### src/hw/rtl/cle_pkg.sv
`timescale 1ns / 1ps
`default_nettype none

package cle_pkg;

    localparam int VALUE_W = 32;
    localparam int FIELD_CNT_W = 5;

    localparam logic [2:0] FUNC_INS_FRONT = 3'd0;
    localparam logic [2:0] FUNC_INS_BACK  = 3'd1;
    localparam logic [2:0] FUNC_REMOVE    = 3'd2;
    localparam logic [2:0] FUNC_CLEAR     = 3'd3;
    localparam logic [2:0] FUNC_READ      = 3'd4;

    localparam logic [1:0] ST_OK       = 2'd0;
    localparam logic [1:0] ST_EMPTY    = 2'd1;
    localparam logic [1:0] ST_FULL     = 2'd2;
    localparam logic [1:0] ST_NOTFOUND = 2'd3;

    typedef struct packed {
        logic [2:0]                func;
        logic signed [VALUE_W-1:0] value;
    } cmd_t;

    typedef struct packed {
        logic signed [VALUE_W-1:0] entry_value;
        logic                      last;
        logic [1:0]                status;
        logic [FIELD_CNT_W-1:0]    entry_count;
        logic [FIELD_CNT_W-1:0]    removed_count;
    } result_t;

endpackage

`default_nettype wire

### src/hw/rtl/circular_list_engine_top.sv
`timescale 1ns / 1ps
`default_nettype none

// Ordered list of signed 32-bit values in a ring store of CAPACITY entries.
// Command channel: cmd (func, value) transfers at a clock edge with start high
// and busy low. Result channel: result transfers in every cycle that strobe is
// high; the receiver cannot stall, so every result is taken when shown.
// Insert front/back, clear and unused codes: one result, in the cycle after the
// transfer; busy stays low, so a command may follow in the next cycle.
// Remove all equal: one store word read and compared per cycle; busy while the
// N held entries are walked, the result shown in the cycle in which busy drops.
// Read out: busy while the N entries are read; they stream one per cycle,
// registered after the store read, the final one marked with last.
// The single read port of the ring store sets the pace of read out and remove.
// An empty list answers remove, clear and read out with one empty-status
// result; an insert into a full store is refused with full status.
// Reset empties the list and puts the head at slot 0; store contents are not
// cleared, since only held entries are ever read.
module circular_list_engine_top #(
    parameter int CAPACITY = 16
) (
    input  wire logic             clk,
    input  wire logic             rst_n,
    input  wire logic             start,
    output logic                  busy,
    input  wire cle_pkg::cmd_t    cmd,
    output logic                  strobe,
    output cle_pkg::result_t      result
);

    localparam int ADDR_W = (CAPACITY > 1) ? $clog2(CAPACITY) : 1;
    localparam int CNT_W  = $clog2(CAPACITY + 1);
    localparam int SUM_W  = CNT_W + 1;

    typedef enum logic [1:0] {
        S_IDLE,
        S_WALK,
        S_READ
    } state_t;

    state_t                      state_reg,  state_next;
    logic [ADDR_W-1:0]           head_reg,   head_next;
    logic [CNT_W-1:0]            count_reg,  count_next;
    logic [CNT_W-1:0]            idx_reg,    idx_next;
    logic [CNT_W-1:0]            kept_reg,   kept_next;
    logic                        vld_reg,    vld_next;
    logic [cle_pkg::VALUE_W-1:0] value_reg,  value_next;
    logic                        strobe_reg, strobe_next;
    cle_pkg::result_t            result_reg, result_next;

    logic                        mem_we;
    logic [ADDR_W-1:0]           mem_waddr;
    logic [cle_pkg::VALUE_W-1:0] mem_wdata;
    logic                        mem_re;
    logic [cle_pkg::VALUE_W-1:0] mem_rdata;

    logic [ADDR_W-1:0]           head_dec;
    logic [CNT_W-1:0]            wr_off;
    logic [SUM_W-1:0]            rd_sum;
    logic [SUM_W-1:0]            wr_sum;
    logic [ADDR_W-1:0]           rd_slot;
    logic [ADDR_W-1:0]           wr_slot;
    logic                        issue_en;
    logic                        is_full;
    logic                        is_empty;
    logic [CNT_W-1:0]            removed;

    // ring address unit: head plus offset, wrapped once
    always_comb
    begin
        wr_off = (state_reg == S_WALK) ? kept_reg : count_reg;
        rd_sum = SUM_W'(head_reg) + SUM_W'(idx_reg);
        wr_sum = SUM_W'(head_reg) + SUM_W'(wr_off);
        if (rd_sum >= SUM_W'(CAPACITY))
        begin
            rd_sum = rd_sum - SUM_W'(CAPACITY);
        end
        if (wr_sum >= SUM_W'(CAPACITY))
        begin
            wr_sum = wr_sum - SUM_W'(CAPACITY);
        end
        rd_slot  = rd_sum[ADDR_W-1:0];
        wr_slot  = wr_sum[ADDR_W-1:0];
        head_dec = (head_reg == '0) ? ADDR_W'(CAPACITY - 1) : head_reg - 1'b1;
    end

    assign issue_en = (idx_reg < count_reg);
    assign is_full  = (count_reg == CNT_W'(CAPACITY));
    assign is_empty = (count_reg == '0);
    assign removed  = count_reg - kept_reg;

    always_comb
    begin
        state_next  = state_reg;
        head_next   = head_reg;
        count_next  = count_reg;
        idx_next    = idx_reg;
        kept_next   = kept_reg;
        value_next  = value_reg;
        mem_we      = 1'b0;
        mem_waddr   = wr_slot;
        mem_wdata   = cmd.value;
        mem_re      = 1'b0;
        strobe_next = 1'b0;
        result_next = '0;
        result_next.last        = 1'b1;
        result_next.status      = cle_pkg::ST_OK;
        result_next.entry_count = cle_pkg::FIELD_CNT_W'(count_reg);

        case (state_reg)
            S_IDLE:
            begin
                if (start)
                begin
                    strobe_next = 1'b1;
                    case (cmd.func)
                        cle_pkg::FUNC_INS_FRONT,
                        cle_pkg::FUNC_INS_BACK:
                        begin
                            if (is_full)
                            begin
                                result_next.status = cle_pkg::ST_FULL;
                            end
                            else
                            begin
                                mem_we = 1'b1;
                                if (cmd.func == cle_pkg::FUNC_INS_FRONT)
                                begin
                                    head_next = head_dec;
                                    mem_waddr = head_dec;
                                end
                                count_next = CNT_W'(count_reg + 1'b1);
                                result_next.entry_count =
                                    cle_pkg::FIELD_CNT_W'(count_next);
                            end
                        end
                        cle_pkg::FUNC_REMOVE:
                        begin
                            if (is_empty)
                            begin
                                result_next.status = cle_pkg::ST_EMPTY;
                            end
                            else
                            begin
                                strobe_next = 1'b0;
                                state_next  = S_WALK;
                                idx_next    = '0;
                                kept_next   = '0;
                                value_next  = cmd.value;
                            end
                        end
                        cle_pkg::FUNC_CLEAR:
                        begin
                            if (is_empty)
                            begin
                                result_next.status = cle_pkg::ST_EMPTY;
                            end
                            else
                            begin
                                count_next = '0;
                                result_next.entry_count = '0;
                            end
                        end
                        cle_pkg::FUNC_READ:
                        begin
                            if (is_empty)
                            begin
                                result_next.status = cle_pkg::ST_EMPTY;
                            end
                            else
                            begin
                                strobe_next = 1'b0;
                                state_next  = S_READ;
                                idx_next    = '0;
                            end
                        end
                        default:
                        begin
                            result_next.status = cle_pkg::ST_OK;
                        end
                    endcase
                end
            end

            S_WALK:
            begin
                mem_re = issue_en;
                if (issue_en)
                begin
                    idx_next = CNT_W'(idx_reg + 1'b1);
                end
                // compact survivors toward the front
                if (vld_reg && (mem_rdata != value_reg))
                begin
                    mem_we    = 1'b1;
                    mem_wdata = mem_rdata;
                    kept_next = CNT_W'(kept_reg + 1'b1);
                end
                if (!issue_en && !vld_reg)
                begin
                    state_next  = S_IDLE;
                    count_next  = kept_reg;
                    strobe_next = 1'b1;
                    result_next.entry_count   = cle_pkg::FIELD_CNT_W'(kept_reg);
                    result_next.removed_count = cle_pkg::FIELD_CNT_W'(removed);
                    result_next.status = (removed == '0) ? cle_pkg::ST_NOTFOUND
                                                         : cle_pkg::ST_OK;
                end
            end

            S_READ:
            begin
                mem_re = issue_en;
                if (issue_en)
                begin
                    idx_next = CNT_W'(idx_reg + 1'b1);
                end
                if (vld_reg)
                begin
                    strobe_next             = 1'b1;
                    result_next.entry_value = mem_rdata;
                    result_next.last        = !issue_en;
                    if (!issue_en)
                    begin
                        state_next = S_IDLE;
                    end
                end
            end

            default:
            begin
                state_next = S_IDLE;
            end
        endcase

        vld_next = mem_re;
    end

    always_ff @(posedge clk or negedge rst_n)
    begin
        if (!rst_n)
        begin
            state_reg  <= S_IDLE;
            head_reg   <= '0;
            count_reg  <= '0;
            idx_reg    <= '0;
            kept_reg   <= '0;
            vld_reg    <= 1'b0;
            value_reg  <= '0;
            strobe_reg <= 1'b0;
            result_reg <= '0;
        end
        else
        begin
            state_reg  <= state_next;
            head_reg   <= head_next;
            count_reg  <= count_next;
            idx_reg    <= idx_next;
            kept_reg   <= kept_next;
            vld_reg    <= vld_next;
            value_reg  <= value_next;
            strobe_reg <= strobe_next;
            result_reg <= result_next;
        end
    end

    cle_store #(
        .DEPTH  (CAPACITY),
        .ADDR_W (ADDR_W)
    ) u_store (
        .clk     (clk),
        .wr_en   (mem_we),
        .wr_addr (mem_waddr),
        .wr_data (mem_wdata),
        .rd_en   (mem_re),
        .rd_addr (rd_slot),
        .rd_data (mem_rdata)
    );

    assign busy   = (state_reg != S_IDLE);
    assign strobe = strobe_reg;
    assign result = result_reg;

endmodule

`default_nettype wire

### src/hw/rtl/cle_store.sv
`timescale 1ns / 1ps
`default_nettype none

module cle_store #(
    parameter int DEPTH  = 16,
    parameter int ADDR_W = 4
) (
    input  wire logic                        clk,
    input  wire logic                        wr_en,
    input  wire logic [ADDR_W-1:0]           wr_addr,
    input  wire logic [cle_pkg::VALUE_W-1:0] wr_data,
    input  wire logic                        rd_en,
    input  wire logic [ADDR_W-1:0]           rd_addr,
    output logic [cle_pkg::VALUE_W-1:0]      rd_data
);

    logic [cle_pkg::VALUE_W-1:0] mem [DEPTH];

    always_ff @(posedge clk)
    begin
        if (wr_en)
        begin
            mem[wr_addr] <= wr_data;
        end
    end

    always_ff @(posedge clk)
    begin
        if (rd_en)
        begin
            rd_data <= mem[rd_addr];
        end
    end

endmodule

`default_nettype wire

### config.mk
export PLATFORM = sky130hd
export DESIGN_NAME = circular_list_engine_top
export DESIGN_NICKNAME = d
export VERILOG_FILES = /design/src/hw/rtl/cle_pkg.sv /design/src/hw/rtl/circular_list_engine_top.sv /design/src/hw/rtl/cle_store.sv
export SDC_FILE = /design/constraint.sdc
export NUM_CORES = 1
export LEC_CHECK = 0
export ABC_AREA = 1
export CAP_MARGIN = 20
export CORE_MARGIN = 3
export CORE_UTILIZATION = 60
export CTS_BUF_LIST = sky130_fd_sc_hd__clkbuf_16
export DETAILED_ROUTE_END_ITERATION = 12
export DONT_BUFFER_PORTS = 1
export GPL_TIMING_DRIVEN = 0
export PLACE_DENSITY = 0.74
export SLEW_MARGIN = 20
export SYNTH_ARGS = -nofsm -noshare
export SYNTH_HDL_FRONTEND = slang
export SYNTH_HIERARCHICAL = 1
export SYNTH_SLANG_ARGS = --single-unit
### constraint.sdc
create_clock -name clk -period 4.45 [get_ports clk]
set_input_delay 0.2225 -clock clk [delete_from_list [all_inputs] [get_ports clk]]
set_output_delay 0.2225 -clock clk [all_outputs]
set_load 0.01 [all_outputs]
==> flow_summary_export.csv <==
group,metric,value,unit
synth,async_flop_share,15.53,%
routing,routed_via_density,5.767,
cts,cts.sinks,644,
layout,final_common_cell,"nand2_1",
routing,drt_iter0_drc,2571,
critical_path,critical_path.top_delay_family,"simple AND/OR/NAND/NOR gates",
synth,ys_seq_area_share,65.26,%
critical_path,slowest_stage,"nor2_4",
sta,fin_tns_setup,0,ns
cts,cts_root_buf,"clkbuf_16",
sta,setup_ws,0.3265,ns
status,run_status,"finished, final reports clean",
sta,post-route-min-period,4.123,ns
grt,grt_pass1_wl,120900,um
grt,gr-usage-met3,7.138,%
cts,cts_buffers,66,
synth,synth_edf_count,544,
sta,skew,0.02394,ns
hold_path,hp-class,"in2reg",
routing,postRouteAntennaNets,0,
sta,rsz0062_at_grt,"no",
floorplan,die_w,225.3,um
grt,antenna_found_initial,0,
layout,nets,3048,
floorplan,pin_count,85,
cts,htreeDepth,3,
critical_path,worst_setup_path_end_kind,"register",
critical_path,cp.required,4.75,ns
floorplan,die_y,225.3,um
synth,ys_seq_elements,644,
grt,top_usage_layer,"met2",
cts,cts_tree,"done",
sta,fmax,242.5,MHz
grt,first_global_vias,20846,
critical_path,path_buf_inv,4,
synth,syn_avg_cell_area,10.14,um^2
floorplan,initial_core_util,61.35,%
placement,post-place-ws,0.4419,ns
synth,postSynthCellCount,2847,
sta,fin_crit_sh,92.66,%
sta,finalMaxSlewViolations,0,
grt,grt_overflow_total,0,
cts,clk_pin_slew,0.06,ns
critical_path,start_kind,"register",
synth,ys_warn_count,6,
sta,whs,0.06145,ns
floorplan,die-area,50780,um^2
routing,wire_per_inst,22.12,um
placement,gp_congestion,0.8923,
synth,synth_ff_type,"edfxtp_1",
layout,antenna_cells,0,
grt,track_usage,32.08,%
routing,drt_wl_total,80430,um
sta,finalSetupViolCount,0,
sta,worst_pin_slew,1.110,ns
routing,vias,20969,
grt,grt_use_met2,52.66,%
cts,cts_buffer_depth,3,
placement,dp_hpwl,54090,um
critical_path,cp.arrival,4.42,ns
critical_path,path_max_fanout,18,
cts,cts_setup_buffers,0,
layout,final_cell_mix,"nand2_1 (873), edfxtp_1 (544), inv_1 (507)",
placement,port_buffers,0,
routing,drc,0,
layout,drive_above_1_share,9.442,%
critical_path,crit_path_max_incr_delay,0.74,ns
synth,syn-cell-area,28870,um^2
synth,syn-num-nets,2912,
job,drv_cap,0,
sta,finalHoldViolations,0,
critical_path,critical_path_class,"reg2reg",
floorplan,rows,79,
synth,yosysUniqueCellTypes,46,
floorplan,design.core.area,47050,um^2
grt,grt_max_degree,101,
sta,max_slew_margin,26.02,%
layout,area_growth,13.44,%
routing,drt_pass1_iterations,8,
cts,clk_latency,0.61,ns
grt,met1_usage,41.09,%
critical_path,crit_chain,"inv_1, ha_1, clkbuf_1, nand2_1, o21ai_0, ha_1, a21o_1, a21oi_1, xor2_1, o21ai_0, inv_1, nand3b_1, nor2_4, buf_16",
layout,largest_register_ffs,512,
metrics by stage:
step | instance area, um^2 | std cells | utilization, %
global route | 32750 | 3636 | 69.60
detailed placement | 30290 | 3480 | 64.37
finish | 32750 | 3636 | 69.60
global placement | 29620 | 3454 | 62.96
floorplan | 28870 | 2847 | -
CTS | 32710 | 3635 | 69.53
Yosys cell counts (2+ instances only):
cell / n / area, um^2
nor2_2: 2 / 12.51
fa_1: 3 / 60.06
nand3b_1: 2 / 15.01
xor2_1: 9 / 78.83
a21oi_1: 15 / 75.07
buf_4: 9 / 67.56
o21ai_0: 57 / 285.3
nand4_1: 2 / 12.51
buf_6: 37 / 416.7
o21ai_2: 31 / 271.5
inv_1: 485 / 1821
buf_2: 42 / 210.2
buf_1: 14 / 52.55
nand2_1: 873 / 3277
nand3_2: 2 / 20.02
xnor2_1: 32 / 280.3
dfrtp_1: 100 / 2502
o21ai_1: 11 / 55.05
inv_4: 2 / 12.51
nand3_1: 403 / 2017
ha_1: 24 / 300.3
nand2_2: 5 / 31.28
o22ai_1: 2 / 12.51
nor3_1: 3 / 15.01
nor2_1: 85 / 319.1
inv_2: 10 / 37.54
edfxtp_1: 544 / 16340
clkbuf_1: 23 / 86.33
o21a_1: 3 / 22.52
cell families after synthesis:
group / share of synthesized area [%]
buf+inv: 9.436
flops: 65.26
compound gates: 2.809
xor+xnor: 1.244
fa+ha+maj: 1.248
simple gates: 20.00
path summary, 6_finish.rpt:
path / from / to / slack (ns) / cells after the start
worst max-delay path: state_reg[1] / u_store/mem[7][26] / 0.33 / 14
worst min-delay path: cmd[33] / head_reg[1] / 0.06 / 5
worst max register to register: state_reg[1] / u_store/mem[7][26] / 0.33 / 14
worst min register to register: value_reg[14] / value_reg[14] / 0.51 / 2
max in group asynchronous: rst_n / count_reg[4] / 3.80 / 2
min in group asynchronous: rst_n / value_reg[3] / 0.24 / 2
routing by layer:
metal | share of wire, % | wire length (um) | up-vias
li1 | - | - | 9408
met1 | 36 | 29090 | 9955
met2 | 47 | 38040 | 1317
met3 | 12 | 9498 | 289
met4 | 4.7 | 3801 | 0
met5 | 0 | 0 | -
tightest hold or removal path, delay by kind of cell:
kind | cells | cell delay [ns]
compound gates | 1 | 0.11
buf+inv | 1 | 0.09
simple gates | 3 | 0.20
layout make-up:
| type | count | area (um^2) |
|---|---|---|
| well taps | 607 | 759.5 |
| flip-flops and latches | 644 | 18840 |
| clock buffers | 67 | 1677 |
| clock inverters | 47 | 321.6 |
| plain buffers | 126 | 853.3 |
| inverters | 497 | 1871 |
| repair buffers | 68 | 972.2 |
| multi-input cells | 1580 | 7453 |
| fillers | 3259 | 14310 |
repair_timing:
item / CTS / global route
hold buffers: 41 / 0
setup endpoints to repair: 0 / 0
gates resized for setup: 0 / 0
hold endpoints to repair: 142 / 0
Power is not shown: default switching activity piles up to over one toggle a cycle in this logic, so the estimate is an artifact.
